===== src/rtl/hts_pkg.sv =====
// html tag stripper: shared types, match patterns and helper functions
// no dependencies; used by hts_window, hts_decide and html_tag_stripper_core
package hts_pkg;

	// default lookahead depth and the number of bytes the decision looks at
	localparam int HTS_WINDOW_BYTES = 10;
	localparam int HTS_LOOK_BYTES   = 10;

	// byte width of the stream and the skip counter width
	localparam int HTS_BYTE_W = 8;
	localparam int HTS_SKIP_W = 4;

	// bytes still dropped after a closing script or style tag
	localparam logic [HTS_SKIP_W-1:0] HTS_SKIP_SCRIPT = 4'd8;
	localparam logic [HTS_SKIP_W-1:0] HTS_SKIP_STYLE  = 4'd7;

	// characters the decision tests against
	localparam logic [7:0] CH_LT    = 8'h3C;
	localparam logic [7:0] CH_GT    = 8'h3E;
	localparam logic [7:0] CH_SPACE = 8'h20;
	localparam logic [7:0] CH_NL    = 8'h0A;
	localparam logic [7:0] CH_LO_P  = 8'h70;
	localparam logic [7:0] CH_UP_P  = 8'h50;
	localparam logic [7:0] CH_LO_H  = 8'h68;
	localparam logic [7:0] CH_UP_H  = 8'h48;
	localparam logic [7:0] CH_LO_B  = 8'h62;
	localparam logic [7:0] CH_LO_R  = 8'h72;
	localparam logic [7:0] CH_LO_D  = 8'h64;
	localparam logic [7:0] CH_LO_I  = 8'h69;
	localparam logic [7:0] CH_LO_V  = 8'h76;

	// match patterns, element 0 is the first character
	localparam int OPEN_SCRIPT_LEN  = 7;
	localparam int CLOSE_SCRIPT_LEN = 9;
	localparam int OPEN_STYLE_LEN   = 6;
	localparam int CLOSE_STYLE_LEN  = 8;

	localparam logic [OPEN_SCRIPT_LEN-1:0][7:0] PAT_OPEN_SCRIPT =
		{"t", "p", "i", "r", "c", "s", "<"};
	localparam logic [CLOSE_SCRIPT_LEN-1:0][7:0] PAT_CLOSE_SCRIPT =
		{">", "t", "p", "i", "r", "c", "s", "/", "<"};
	localparam logic [OPEN_STYLE_LEN-1:0][7:0] PAT_OPEN_STYLE =
		{"e", "l", "y", "t", "s", "<"};
	localparam logic [CLOSE_STYLE_LEN-1:0][7:0] PAT_CLOSE_STYLE =
		{">", "e", "l", "y", "t", "s", "/", "<"};

	// class of the last emitted text byte
	typedef enum logic [1:0] {
		CLS_NONE,
		CLS_NEWLINE,
		CLS_SPACE,
		CLS_OTHER
	} hts_class_t;

	// parser state carried from one decision to the next
	typedef struct packed {
		logic [HTS_SKIP_W-1:0] skip;
		logic                  inside_tag;
		logic                  inside_script;
		logic                  inside_style;
		hts_class_t            last_class;
	} hts_flags_t;

	// result of deciding the head byte
	typedef struct packed {
		hts_flags_t            next;
		logic                  emit;
		logic [HTS_BYTE_W-1:0] text;
	} hts_dec_t;

	// ascii upper case to lower case
	function automatic logic [7:0] to_lower(input logic [7:0] c);
		logic [7:0] r;
		r = c;
		if (c >= 8'h41 && c <= 8'h5A) begin
			r = c + 8'd32;
		end
		return r;
	endfunction

	// class of an emitted byte
	function automatic hts_class_t class_of(input logic [7:0] c);
		hts_class_t r;
		r = CLS_OTHER;
		if (c == CH_NL) begin
			r = CLS_NEWLINE;
		end else if (c == CH_SPACE) begin
			r = CLS_SPACE;
		end
		return r;
	endfunction

endpackage


===== src/rtl/html_tag_stripper_core.sv =====
// html tag stripper top level: input handshake, flush control, output register
// depends on hts_pkg, hts_window and hts_decide
//
//  channel  dir  data                        tuser         tlast
//  s_       in   tdata[7:0] in_byte          -             in_last
//  m_       out  tdata[7:0] out_byte         out_valid     out_last
//
// one request per cycle in steady state while the m_ side is not stalled; the head
// byte is decided once the window holds WINDOW_BYTES bytes, one decision per cycle
// through hts_decide. a request with tlast starts a flush: up to WINDOW_BYTES decisions,
// then the end marker, with s_tready low until the end marker is issued.
// reset clears the fill count and the parser state; window bytes are not reset.
// a stalled m_ side holds the result register and stops decisions.
module html_tag_stripper_core #(
	parameter int WINDOW_BYTES = hts_pkg::HTS_WINDOW_BYTES
) (
	input  logic       clk,
	input  logic       arst_n,
	input  logic       s_tvalid,
	output logic       s_tready,
	input  logic [7:0] s_tdata,   // [7:0] in_byte
	input  logic       s_tlast,
	output logic       m_tvalid,
	input  logic       m_tready,
	output logic [7:0] m_tdata,   // [7:0] out_byte
	output logic       m_tuser,   // [0] out_valid
	output logic       m_tlast
);

	localparam int FILL_W = $clog2(WINDOW_BYTES + 1);

	localparam hts_pkg::hts_flags_t FLAGS_RESET = '{
		skip:          '0,
		inside_tag:    1'b0,
		inside_script: 1'b0,
		inside_style:  1'b0,
		last_class:    hts_pkg::CLS_NONE
	};

	logic [WINDOW_BYTES-1:0][hts_pkg::HTS_BYTE_W-1:0] win;
	logic [FILL_W-1:0]                                fill;
	hts_pkg::hts_flags_t                              flags_q;
	hts_pkg::hts_dec_t                                dec;
	logic                                             flush_q;
	logic                                             out_free;
	logic                                             full;
	logic                                             dec_go;
	logic                                             end_go;
	logic                                             push;
	logic                                             m_tvalid_q;
	logic [7:0]                                       m_tdata_q;
	logic                                             m_tuser_q;
	logic                                             m_tlast_q;

	// handshake and decision control
	assign out_free = !m_tvalid_q || m_tready;
	assign full     = fill == FILL_W'(WINDOW_BYTES);
	assign dec_go   = out_free && (flush_q ? (fill != '0) : full);
	assign end_go   = out_free && flush_q && (fill == '0);
	assign s_tready = !flush_q && (!full || out_free);
	assign push     = s_tvalid && s_tready;

	hts_window #(
		.WINDOW_BYTES(WINDOW_BYTES),
		.FILL_W      (FILL_W)
	) u_window (
		.clk   (clk),
		.arst_n(arst_n),
		.push  (push),
		.pop   (dec_go),
		.din   (s_tdata),
		.win   (win),
		.fill  (fill)
	);

	hts_decide #(
		.WINDOW_BYTES(WINDOW_BYTES),
		.FILL_W      (FILL_W)
	) u_decide (
		.win  (win),
		.fill (fill),
		.flags(flags_q),
		.dec  (dec)
	);

	// parser state and flush flag
	always_ff @(posedge clk or negedge arst_n) begin
		if (!arst_n) begin
			flags_q <= FLAGS_RESET;
			flush_q <= 1'b0;
		end else begin
			if (dec_go) begin
				flags_q <= dec.next;
			end else if (end_go) begin
				flags_q <= FLAGS_RESET;
			end
			if (push && s_tlast) begin
				flush_q <= 1'b1;
			end else if (end_go) begin
				flush_q <= 1'b0;
			end
		end
	end

	// output valid
	always_ff @(posedge clk or negedge arst_n) begin
		if (!arst_n) begin
			m_tvalid_q <= 1'b0;
		end else if ((dec_go && dec.emit) || end_go) begin
			m_tvalid_q <= 1'b1;
		end else if (m_tready) begin
			m_tvalid_q <= 1'b0;
		end
	end

	// output payload
	always_ff @(posedge clk) begin
		if (dec_go && dec.emit) begin
			m_tdata_q <= dec.text;
			m_tuser_q <= 1'b1;
			m_tlast_q <= 1'b0;
		end else if (end_go) begin
			m_tdata_q <= '0;
			m_tuser_q <= 1'b0;
			m_tlast_q <= 1'b1;
		end
	end

	assign m_tvalid = m_tvalid_q;
	assign m_tdata  = m_tdata_q;
	assign m_tuser  = m_tuser_q;
	assign m_tlast  = m_tlast_q;

endmodule


===== src/rtl/hts_window.sv =====
// lookahead window: shift register of markup bytes with a fill count
// depends on hts_pkg
module hts_window #(
	parameter int WINDOW_BYTES = hts_pkg::HTS_WINDOW_BYTES,
	parameter int FILL_W       = $clog2(WINDOW_BYTES + 1)
) (
	input  logic                                            clk,
	input  logic                                            arst_n,
	input  logic                                            push,
	input  logic                                            pop,
	input  logic [hts_pkg::HTS_BYTE_W-1:0]                  din,
	output logic [WINDOW_BYTES-1:0][hts_pkg::HTS_BYTE_W-1:0] win,
	output logic [FILL_W-1:0]                               fill
);

	logic [WINDOW_BYTES-1:0][hts_pkg::HTS_BYTE_W-1:0] win_q;
	logic [WINDOW_BYTES-1:0][hts_pkg::HTS_BYTE_W-1:0] win_d;
	logic [FILL_W-1:0]                                fill_q;
	logic [FILL_W-1:0]                                wr_pos;

	// slot the new byte lands in, after a possible shift
	assign wr_pos = pop ? (fill_q - FILL_W'(1)) : fill_q;

	// shift on pop, write the new byte on push
	always_comb begin
		win_d = win_q;
		if (pop) begin
			for (int i = 0; i < WINDOW_BYTES - 1; i++) begin
				win_d[i] = win_q[i + 1];
			end
		end
		if (push) begin
			for (int i = 0; i < WINDOW_BYTES; i++) begin
				if (FILL_W'(i) == wr_pos) begin
					win_d[i] = din;
				end
			end
		end
	end

	// window bytes hold no reset; only filled entries are looked at
	always_ff @(posedge clk) begin
		win_q <= win_d;
	end

	// fill count
	always_ff @(posedge clk or negedge arst_n) begin
		if (!arst_n) begin
			fill_q <= '0;
		end else if (push && !pop) begin
			fill_q <= fill_q + FILL_W'(1);
		end else if (pop && !push) begin
			fill_q <= fill_q - FILL_W'(1);
		end
	end

	assign win  = win_q;
	assign fill = fill_q;

endmodule


===== src/rtl/hts_decide.sv =====
// head-byte decision: tag, script and style tracking and block-tag newlines
// depends on hts_pkg; purely combinational
module hts_decide #(
	parameter int WINDOW_BYTES = hts_pkg::HTS_WINDOW_BYTES,
	parameter int FILL_W       = $clog2(WINDOW_BYTES + 1)
) (
	input  logic [WINDOW_BYTES-1:0][hts_pkg::HTS_BYTE_W-1:0] win,
	input  logic [FILL_W-1:0]                               fill,
	input  hts_pkg::hts_flags_t                             flags,
	output hts_pkg::hts_dec_t                               dec
);

	localparam int LOOK = hts_pkg::HTS_LOOK_BYTES;

	logic [LOOK-1:0] hv;
	logic [7:0]      c;
	logic [7:0]      n1;
	logic [7:0]      n2;
	logic [7:0]      n3;
	logic            m_open_script;
	logic            m_open_style;
	logic            m_close_script;
	logic            m_close_style;
	logic            in_body;
	logic            block_tag;

	// which window slots hold real bytes
	always_comb begin
		for (int k = 0; k < LOOK; k++) begin
			hv[k] = fill > FILL_W'(k);
		end
	end

	assign c  = win[0];
	assign n1 = win[1];
	assign n2 = win[2];
	assign n3 = win[3];

	// case-insensitive pattern matches over the window
	always_comb begin
		m_open_script = hv[8] && (win[7] == hts_pkg::CH_GT || win[7] == hts_pkg::CH_SPACE);
		for (int k = 0; k < hts_pkg::OPEN_SCRIPT_LEN; k++) begin
			m_open_script &= hv[k] && (hts_pkg::to_lower(win[k]) == hts_pkg::PAT_OPEN_SCRIPT[k]);
		end
		m_open_style = hv[8] && (win[6] == hts_pkg::CH_GT || win[6] == hts_pkg::CH_SPACE);
		for (int k = 0; k < hts_pkg::OPEN_STYLE_LEN; k++) begin
			m_open_style &= hv[k] && (hts_pkg::to_lower(win[k]) == hts_pkg::PAT_OPEN_STYLE[k]);
		end
		m_close_script = hv[9];
		for (int k = 0; k < hts_pkg::CLOSE_SCRIPT_LEN; k++) begin
			m_close_script &= hv[k] &&
				(hts_pkg::to_lower(win[k]) == hts_pkg::PAT_CLOSE_SCRIPT[k]);
		end
		m_close_style = hv[9];
		for (int k = 0; k < hts_pkg::CLOSE_STYLE_LEN; k++) begin
			m_close_style &= hv[k] && (hts_pkg::to_lower(win[k]) == hts_pkg::PAT_CLOSE_STYLE[k]);
		end
	end

	// p, h, br or div right after the '<'
	assign block_tag = hv[2] && (
		n1 == hts_pkg::CH_LO_P || n1 == hts_pkg::CH_UP_P ||
		n1 == hts_pkg::CH_LO_H || n1 == hts_pkg::CH_UP_H ||
		(n1 == hts_pkg::CH_LO_B && n2 == hts_pkg::CH_LO_R) ||
		(n1 == hts_pkg::CH_LO_D && n2 == hts_pkg::CH_LO_I && hv[3] && n3 == hts_pkg::CH_LO_V));

	assign in_body = flags.inside_script || flags.inside_style;

	// priority decision on the head byte; the head always leaves the window, emitted or not
	always_comb begin
		dec.next = flags;
		dec.emit = 1'b0;
		dec.text = c;
		if (flags.skip != '0) begin
			dec.next.skip = flags.skip - 4'd1;
		end else if (!flags.inside_tag && m_open_script) begin
			dec.next.inside_script = 1'b1;
			dec.next.inside_tag    = 1'b1;
		end else if (!flags.inside_tag && m_open_style) begin
			dec.next.inside_style = 1'b1;
			dec.next.inside_tag   = 1'b1;
		end else if (flags.inside_script && m_close_script) begin
			dec.next.inside_script = 1'b0;
			dec.next.inside_tag    = 1'b0;
			dec.next.skip          = hts_pkg::HTS_SKIP_SCRIPT;
		end else if (flags.inside_style && m_close_style) begin
			dec.next.inside_style = 1'b0;
			dec.next.inside_tag   = 1'b0;
			dec.next.skip         = hts_pkg::HTS_SKIP_STYLE;
		end else if (in_body) begin
			dec.emit = 1'b0;
		end else if (c == hts_pkg::CH_LT) begin
			dec.next.inside_tag = 1'b1;
			if (block_tag && flags.last_class == hts_pkg::CLS_OTHER) begin
				dec.emit = 1'b1;
				dec.text = hts_pkg::CH_NL;
			end
		end else if (c == hts_pkg::CH_GT) begin
			dec.next.inside_tag = 1'b0;
		end else if (!flags.inside_tag) begin
			dec.emit = 1'b1;
		end
		if (dec.emit) begin
			dec.next.last_class = hts_pkg::class_of(dec.text);
		end
	end

endmodule


===== config.mk =====
export PLATFORM = sky130hd
export DESIGN_NAME = html_tag_stripper_core
export DESIGN_NICKNAME = d
export VERILOG_FILES = /design/src/rtl/hts_pkg.sv /design/src/rtl/html_tag_stripper_core.sv /design/src/rtl/hts_window.sv /design/src/rtl/hts_decide.sv
export SDC_FILE = /design/constraint.sdc
export NUM_CORES = 1
export LEC_CHECK = 0
export BUFFER_PORTS_ARGS = -buffer_cell sky130_fd_sc_hd__buf_4
export CORE_MARGIN = 2
export CORE_UTILIZATION = 30
export CTS_CLUSTER_DIAMETER = 40
export DETAILED_ROUTE_END_ITERATION = 10
export HOLD_SLACK_MARGIN = 0.06
export PLACE_DENSITY = 0.53
export SYNTH_ARGS = -nofsm -noshare
export SYNTH_HDL_FRONTEND = slang
export SYNTH_HIERARCHICAL = 1
export SYNTH_SLANG_ARGS = --single-unit

===== constraint.sdc =====
create_clock -name clk -period 9 [get_ports clk]
set_input_delay 0.45 -clock clk [delete_from_list [all_inputs] [get_ports clk]]
set_output_delay 0.45 -clock clk [all_outputs]
set_load 0.01 [all_outputs]

Word level (Yosys, flattened, before mapping)
Cells that the tools add are included.
{"block": "totals", "word_cells": 303, "mem_bits_rw": 0, "romBits": 0, "out_inout_bits": 12, "in_bits": 13, "n_memories": 0, "register_bits": 105, "latch_bits": 0}
{"block": "op_classes", "n_shift": 0, "order_cmp": 28, "add_sub_neg": 12, "n_div": 0, "eq_ne": 64, "n_reduce_logical": 86, "n_mux": 65, "bitwise": 27, "multipliers": 0}
{"op": "$eq 8x7->1 const B", "count": 29}
{"op": "$mux 8", "count": 22}
{"op": "$mux 72", "count": 2}
{"op": "$eq 8x6->1 const B", "count": 11}
{"op": "$add 8x6->8 const B", "count": 9}
{"op": "$ge 8x7->1 const B", "count": 9}
{"op": "$le 8x7->1 const B", "count": 9}
{"op": "$mux 9", "count": 8}
{"op": "$logic_and 1x1->1", "count": 54}
{"op": "$mux 4", "count": 7}
{"op": "$and 1x1->1", "count": 27}
{"op": "$mux 1", "count": 21}
{"op": "$eq 3x4->1 const A", "count": 4}
{"op": "$gt 4x3->1 const B", "count": 4}
{"op": "$ne 3x2->1 const B", "count": 4}
{"op": "$reduce_and 4->1", "count": 3}
{"op": "$logic_or 1x1->1", "count": 11}
{"op": "$reduce_bool 2->1", "count": 5}
{"op": "$eq 2x4->1 const A", "count": 2}
{"op": "$eq 4x4->1 const A", "count": 2}
{"op": "$eq 8x4->1 const B", "count": 1}
{"op": "$gt 4x1->1 const B", "count": 2}
{"op": "$gt 4x2->1 const B", "count": 2}
{"op": "$gt 4x4->1 const B", "count": 2}
{"op": "other kinds (18)", "count": 32}

Longest topological paths before layout
Gate-level depths: netlist of run 1.
{"block": "logic_depth", "ltp_word": 24, "depth_mapped": 13, "depth_no_buf": 10}

Cells and area by module
The synthesis of run 1 kept the hierarchy.
{"module": "hts_window", "area_per_inst_um2": 3907.5, "seq_area_each_um2": 1781.7, "n_inst": 1, "cells_each": 297}
{"module": "hts_decide", "area_per_inst_um2": 1617.8, "seq_area_each_um2": 0.0, "n_inst": 1, "cells_each": 242}
{"module": "html_tag_stripper_core", "area_per_inst_um2": 977.2, "seq_area_each_um2": 555.5, "n_inst": 1, "cells_each": 90}

Worst setup path after synthesis of run 1
OpenSTA, ideal clock, no wires.
{"block": "synth_path", "kind": "register to register", "start": "register u_window.fill_q[0] (netlist: u_window/fill[0])", "end": "register u_window.fill_q[3] (netlist: u_window/fill[3])", "period_less_slack_ns": 3.260, "stages_incl_launch_ff": 14, "setup_ns": 0.079, "required_ns": 8.921, "slack_ns": 5.740, "t_arrival_ns": 3.181, "path_buffers": 5, "path_cell_list": "dfrtp_1 > and4bb_2 > o21ai_1 > buf_4 > buf_4 > nor2_1 > buf_2 > buf_2 > buf_2 > inv_1 > ha_1 > or4_1 > a21oi_1 > xor2_1"}
{"block": "synth_via", "word_cells_on_any_way": 17, "cone_classes": "2 x add/sub; 1 x eq/ne; 3 x mux; 11 x reduce/logical"}
{"element": "start, declared", "line": "hts_window.sv:18", "text": "logic [FILL_W-1:0] fill_q;"}
{"element": "start signal, assigned", "line": "hts_window.sv:51", "text": "fill_q <= fill_q + FILL_W'(1);"}
{"element": "start signal, assigned", "line": "hts_window.sv:53", "text": "fill_q <= fill_q - FILL_W'(1);"}
{"element": "$eq 4x4->1 or $reduce_bool 4->1 (tied branches)", "line": "html_tag_stripper_core.sv:57, html_tag_stripper_core.sv:58"}
{"element": "$mux 1 (*)", "line": "html_tag_stripper_core.sv:58", "text": "assign dec_go = out_free && (flush_q ? (fill != '0) : full);"}
{"element": "$logic_and 1x1->1 (*)", "line": "html_tag_stripper_core.sv:58"}
{"element": "via dec_go", "line": "html_tag_stripper_core.sv:47", "text": "logic dec_go;"}
{"element": "$logic_not 1->1", "line": "hts_window.sv:50", "text": "end else if (push && !pop) begin"}
{"element": "$logic_and 1x1->1", "line": "hts_window.sv:50"}
{"element": "$mux 4 or $reduce_bool 2->1 (tied branches)"}
Mark *: on every way through the listed nets, which the timed path passes. The rest lies on a longest branch. The select of a mux whose other input is x is not followed.
A chain may end at the register's enable or synchronous reset.

==> key figures, run 1 <==
Outcome
  – Status: completed

Clock network
  – CTS sink count: 105
  – H-tree depth: 3
  – Num CTS Buffers: 9
  – Worst skew pair latency: 0.36 ns
  – Clk slew on worst S/H paths: about 0.070 ns
  – Clock Tree Root: clkbuf_16
  – CTS resizes: 0
  – TritonCTS clock tree: yes
  – Post-CTS Setup Inserts: 0
  – Hold Buf Count CTS: 1
  – Clock Path Buffers: 2

Route
  – Max Used Layer: met4
  – Antenna Nets Post-Route: 0
  – Met3 routed WL: around 810 µm
  – M1 wire length: 8451 µm
  – Initial DRC Count: 337
  – Via density: about 5.5
  – DRC viols: 0
  – Via count: a little over 5,000
  – Post-Route WL: 17,950 µm
  – Drt first pass iters: 5
  – DR WL/cell: 19.46 µm
  – WL met2: ~8300 µm

STA
  – Slew headroom: 31.30%
  – Post-route minimum period: 4.307 ns
  – Period utilisation layout: a little under half
  – Slew Viols, Final: 0
  – Endpoints failing hold: 0
  – Setup TNS: 0 ns
  – RSZ-0062 raised after global routing: no
  – Hold slack final: 0.3468 ns
  – Clock skew: between 0.005 and 0.006 ns
  – Worst-Margin Slew: 1.030 ns
  – Fmax: 0.2322 GHz
  – Endpoints failing setup: 0

Placed design
  – PortBufs: 24
  – Placed Area: 0.006913 mm²
  – Dpl cells: 905
  – Gpl congestion: 0.9028
  – Dpl hpwl: 12,950 µm

Global routing
  – Initial antenna violation count: 0
  – Congestion Overflow GR: 0
  – Largest net degree at the start of global routing: 55
  – First-pass GRT wire length: between 20,000 and 30,000 µm
  – Vias in the first global route: 4,919
  – Gr usage total: 16.40%

Final layout
  – N_diodes: 0
  – Most frequent cells in the layout: mux2_2 (141), dfxtp_1 (74), nand2_1 (29), buf_4 (26), nor3_1 (25)
  – Most common cell after layout, fill and taps aside: mux2_2
  – Layout Nets: around 670
  – Area Overhead vs Synth: 11.06%
  – Layout cells sized above 1: between 30% and 40%
  – Design Area, Final: ~0.0072 mm²
  – Fill count: 2,115
  – Post-route insts no fill: ~900

Yosys
  – Mapped Area: 0.006502 mm²
  – Syn. warnings: 6
  – Yosys reg bits: 105
  – Synth Instances: between 600 and 700
  – Asr flop ratio synth: 14.29%
  – Yosys cell types: between 90 and 100
  – Synth Area per Inst: 10.34 µm²
  – Number of synthesized flops with an enable pin: 16
  – Part of the Yosys area used for sequential elements: 35.94%
  – Synth Net Count: between 600 and 700
  – Predominant post-synthesis flop cell: dfxtp_1

Power and ir drop
  – Psw: around 1.2 mW
  – Worst VDD drop: 0.1554 mV
  – Combinational Power Share: 48.2%
  – Seq pwr share: 38.5%
  – Switching part of the total: slightly above 40%
  – Clk pwr share: 13.4%
  – Cell internal pwr: 1.722 mW
  – Leak Pwr: 2.602 nW
  – Pwr per Cell Area: between 400 and 500 mW/mm²

Floorplanning
  – Core area: between 0.02 and 0.025 mm²
  – Die width: 151.2 µm
  – # IOs: 25
  – Rows: 53
  – Total Die Area: 0.02287 mm²
  – Die Ht: 151.2 µm
  – Starting density of the core: a little under a third

Worst setup path
  – CP Capture Type: register
  – Setup CP Type: register to register
  – Crit path required time: 9.25 ns
  – Worst setup SP type: register
  – CP Max Fanout: 35
  – Worst EP arrival: around 4.6 ns

Job
  – Max-Cap Viols: 0

Hold path
  – Hold Crit Class: input port to register
## worst paths after layout
check | from | cells past startpoint | endpoint | slack, ns
setup / recovery | u_window/fill[0] | 7 | u_window/win[35] | 4.69
hold / removal | s_tvalid | 2 | flush_q | 0.35
setup reg to reg | u_window/fill[0] | 7 | u_window/win[35] | 4.69
hold reg to reg | m_tuser | 2 | m_tuser | 0.46
max in group asynchronous | arst_n | 2 | flags_q[5] | 8.34
min in group asynchronous | arst_n | 2 | flags_q[8] | 0.48
## cell families after synthesis
logic type                 synth area share, %
buffers and inverters                    3.598
xor gates and xnor gates                0.8083
muxes                                    26.63
AOI/OAI and AO/OA                        10.20
and+or+nand+nor                          20.51
DFF                                      35.94
adders and majority gates                2.309
## power groups by stage
stage          Clock (mW)  Sequential [mW]  Combinational (mW)
3_3_place_gp            0             1.12                1.36
2_1_floorplan           0            0.942                1.22
4_1_cts             0.406             1.12                1.41
6_report            0.392             1.13                1.41
3_5_place_dp            0             1.13                1.40
5_1_grt             0.427             1.17                1.55
## synth_stat cells (12+ instances only)
cell | number | area share [%]
nor2_1 | 21 | 1.2
mux2_2 | 141 | 24
a21oi_1 | 19 | 1.5
ha_1 | 12 | 2.3
nor4_1 | 16 | 1.5
nand3_1 | 19 | 1.5
edfxtp_1 | 16 | 7.4
buf_2 | 12 | 0.92
o21ai_0 | 17 | 1.3
dfxtp_1 | 74 | 23
nor3_1 | 25 | 1.9
inv_1 | 24 | 1.4
dfrtp_1 | 15 | 5.8
nand2_1 | 29 | 1.7
## stage by stage
stage / power (mW) / util (%) / setup WS, ns
final: 2.932 / 34.14 / 4.693
after global routing: 3.148 / 34.14 / 4.403
after CTS: 2.935 / 34.14 / 4.722
after detailed placement: 2.533 / 32.68 / 4.738
after global placement: 2.477 / 32.68 / 4.861
after floorplan: 2.163 / - / 5.740
## worst max-delay path: stages, from the launching register on
cell	delay, ns
dfrtp_1	0.80
and4bb_2	0.35
o21ai_2	0.80
nor2_4	0.36
or3_1	0.41
a21boi_1	0.31
nor2b_1	0.73
mux2_2	0.41
## metal layers
layer	vias up	global-route usage [%]
met5	-	0
met4	0	5.607
met3	27	3.042
met2	133	26.49
met1	2494	21.96
li1	2431	-
## layout make-up
type | instances | area (µm²) | share of cell area (%)
Inverter | 25 | 93.84 | 1.299
Multi-Input combinational cell | 474 | 3943 | 54.59
Clock buffer | 11 | 264.0 | 3.656
Tap cell | 275 | 344.1 | 4.764
Clock inverter | 5 | 35.03 | 0.4851
Timing Repair Buffer | 27 | 205.2 | 2.841
Sequential cell | 105 | 2337 | 32.36
## sequential cells by signal, summed over array words and instances, names as in the netlist
register and cells:
m_tuser 1, u_window/fill 4, u_window/win 80, m_tvalid 1
m_tlast 1, flags_q 9, flush_q 1, m_tdata 8
Note: power is estimated with default switching activity, not from simulation.
==> inputs of run 2 (changes only) <==
--- a/config.mk
+++ b/config.mk
@@ -11,7 +11,7 @@
 export CTS_CLUSTER_DIAMETER = 40
 export DETAILED_ROUTE_END_ITERATION = 10
 export HOLD_SLACK_MARGIN = 0.06
-export PLACE_DENSITY = 0.53
+export PLACE_DENSITY = 0.54
 export SYNTH_ARGS = -nofsm -noshare
 export SYNTH_HDL_FRONTEND = slang
 export SYNTH_HIERARCHICAL = 1
==> constraint.sdc (replaced) <==
create_clock -name clk -period 3.45 [get_ports clk]
set_input_delay 0.1725 -clock clk [delete_from_list [all_inputs] [get_ports clk]]
set_output_delay 0.1725 -clock clk [all_outputs]
set_load 0.01 [all_outputs]
==> key figures, run 2 (same netlist as run 1, synthesis figures left out) <==
Final layout
  – Sequential cell area: 0.002337 mm² (unchanged)
  – Design Area, Final: 0.007336 mm² (was 0.007222 mm²)
  – N_diodes: 0 (unchanged)
  – Fill count: 2,172 (was 2,115)
  – Most common cell after layout, fill and taps aside: mux2_2 (unchanged)
  – Max reg flops: 80 (unchanged)
  – Area Overhead vs Synth: 12.82% (was 11.06%)
  – Layout cells sized above 1: 34.80% (was 33.54%)
  – Post-route insts no fill: 936 (was 922)
  – Most frequent cells in the layout: mux2_2 (141), dfxtp_1 (74), buf_4 (38), nand2_1 (29), nor3_1 (25) (was mux2_2 (141), dfxtp_1 (74), nand2_1 (29), buf_4 (26), nor3_1 (25))
  – Final core occ: 34.68% (was 34.14%)
  – Area of the multi-input gates: 0.003948 mm² (was 0.003943 mm²)
  – Layout Nets: 681 (was 667)

Worst setup path
  – Reg-to-reg startpoint: u_window/fill[2] (was u_window/fill[0])
  – Setup CP Type: register to register (unchanged)
  – CP Capture Type: register (unchanged)
  – Worst setup SP type: register (unchanged)
  – Crit path required time: 3.74 ns (was 9.25 ns)
  – CP Max Fanout: 41 (was 35)
  – R2R Setup Slk: 0.41 ns (was 4.69 ns)
  – FF-to-FF path depth: 9 (was 7)
  – Worst EP arrival: 3.33 ns (was 4.56 ns)
  – R2r endpoint: u_window/fill[3] (was u_window/win[35])

Placed design
  – Dpl hpwl: 12,900 µm (was 12,950 µm)
  – Setup WS pre-CTS: 0.4277 ns (was 4.738 ns)
  – Dpl cells: 917 (was 905)
  – PortBufs: 24 (unchanged)
  – Gpl congestion: 0.8625 (was 0.9028)
  – Placed Area: 0.007003 mm² (was 0.006913 mm²)

Outcome
  – Status: completed (unchanged)

Floorplanning
  – Core area: 0.02115 mm² (unchanged)
  – Total Die Area: 0.02287 mm² (unchanged)
  – Die width: 151.2 µm (unchanged)
  – Rows: 53 (unchanged)
  – Starting density of the core: 30.74% (unchanged)
  – Die Ht: 151.2 µm (unchanged)
  – # IOs: 25 (unchanged)

Clock network
  – H-tree depth: 3 (unchanged)
  – Clock Path Buffers: 2 (unchanged)
  – Clk slew on worst S/H paths: 0.08 ns (was 0.07 ns)
  – Num CTS Buffers: 9 (unchanged)
  – TritonCTS clock tree: yes (unchanged)
  – Worst skew pair latency: 0.37 ns (was 0.36 ns)
  – Clock Tree Root: clkbuf_16 (unchanged)
  – CTS sink count: 105 (unchanged)

Power and ir drop
  – Combinational Power Share: 50.6% (was 48.2%)
  – Final Power: 7.710 mW (was 2.932 mW)
  – Pwr per Cell Area: 1051 mW/mm² (was 406.0 mW/mm²)
  – Leak Pwr: 2.667 nW (was 2.602 nW)
  – Psw: 3.172 mW (was 1.210 mW)
  – Clk pwr share: 13.4% (about the same)
  – Worst VDD drop: 0.3510 mV (was 0.1554 mV)
  – Switching part of the total: 41.13% (was 41.28%)
  – Cell internal pwr: 4.539 mW (was 1.722 mW)
  – Seq pwr share: 35.9% (was 38.5%)

STA
  – Slew Viols, Final: 0 (unchanged)
  – Post-route minimum period: 3.043 ns (was 4.307 ns)
  – Slew headroom: 50.52% (was 31.30%)
  – Hold slack final: 0.1061 ns (was 0.3468 ns)
  – RSZ-0062 raised after global routing: no (unchanged)
  – Final WS setup: 0.4066 ns (was 4.693 ns)
  – Endpoints failing hold: 0 (unchanged)
  – Fmax: 0.3286 GHz (was 0.2322 GHz)
  – Worst-Margin Slew: 0.7319 ns (was 1.030 ns)
  – Endpoints failing setup: 0 (unchanged)
  – Clock skew: 0.008367 ns (was 0.005515 ns)
  – Setup TNS: 0 ns (unchanged)
  – Period utilisation layout: 88.21% (was 47.86%)

Route
  – M1 wire length: 8678 µm (was 8451 µm)
  – DR WL/cell: 18.85 µm (was 19.46 µm)
  – Drt first pass iters: 5 (unchanged)
  – Via count: 5,056 (was 5,085)
  – Max Used Layer: met4 (unchanged)
  – Antenna Nets Post-Route: 0 (unchanged)
  – Initial DRC Count: 424 (was 337)
  – Met3 routed WL: 704 µm (was 808 µm)
  – Post-Route WL: 17,650 µm (was 17,950 µm)
  – DRC viols: 0 (unchanged)
  – WL met2: 8012 µm (was 8320 µm)
  – Via density: 5.402 (was 5.515)

Job
  – Max-Cap Viols: 0 (unchanged)

Hold path
  – Hold Path Sink: u_window/win[74] (was flush_q)
  – Hold depth: 1 (was 2)
  – HP Start: s_tdata[2] (was s_tvalid)
  – Hold Crit Class: input port to register (unchanged)

Global routing
  – Congestion Overflow GR: 0 (unchanged)
  – Largest net degree at the start of global routing: 42 (was 55)
  – Gr usage total: 16.23% (was 16.40%)
  – First-pass GRT wire length: 28,230 µm (was 28,440 µm)
  – Initial antenna violation count: 0 (unchanged)
  – Vias in the first global route: 4,770 (was 4,919)
==> run 2: worst max path at each step <==
stage / start / end / slack (ns) / cells past startpoint
floorplan: u_window/fill[0] / u_window/fill[3] / 0.19 / 13
global placement: u_window/fill[2] / u_window/fill[3] / 0.47 / 9
detailed placement: u_window/fill[2] / u_window/fill[3] / 0.43 / 9
CTS: u_window/fill[2] / u_window/fill[3] / 0.40 / 9
global route: u_window/fill[1] / u_window/fill[3] / 0.19 / 10
finish: u_window/fill[2] / u_window/fill[3] / 0.41 / 9
==> run 2: layer usage <==
| layer | GRT usage [%] | vias up |
|---|---|---|
| met2 | 25.18 | 105 |
| met1 | 23.20 | 2477 |
| met3 | 2.982 | 17 |
| li1 | - | 2457 |
| met4 | 4.065 | 0 |
| met5 | 0 | - |
==> run 2: what timing repair did <==
| action | CTS | global route |
|---|---|---|
| setup endpoints to repair | 0 | 8 |
| setup buffers | 0 | 0 |
| hold endpoints to repair | 16 | 0 |
| resized for setup | 0 | 1 |
| hold buffers | 3 | 0 |
==> run 2: final cells by class <==
cell class | count | share of cell area (%)
clock inverter | 6 | 0.8016
inverter | 25 | 1.279
timing repair buffer | 41 | 4.298
sequential | 105 | 31.86
tap | 275 | 4.690
multi-input combinational | 474 | 53.81
clock buffer | 10 | 3.258
==> run 2: critical path, cell delays in order, from the launching register on <==
cell and delay [ns]:
dfrtp_1 0.41, and4bb_2 0.39, o21ai_2 0.09, nor2_4 0.31, buf_4 0.55, inv_1 0.09, ha_1 0.25, or4_1 0.51
a21oi_1 0.18, xor2_1 0.15
==> run 2: power groups by stage <==
stage	registers [mW]	logic, mW	clock network [mW]
3_3_place_gp	2.78	3.82	0
6_report	2.77	3.91	1.04
4_1_cts	2.76	3.90	1.07
2_1_floorplan	2.46	3.19	0
5_1_grt	2.89	4.31	1.11
3_5_place_dp	2.79	3.87	0
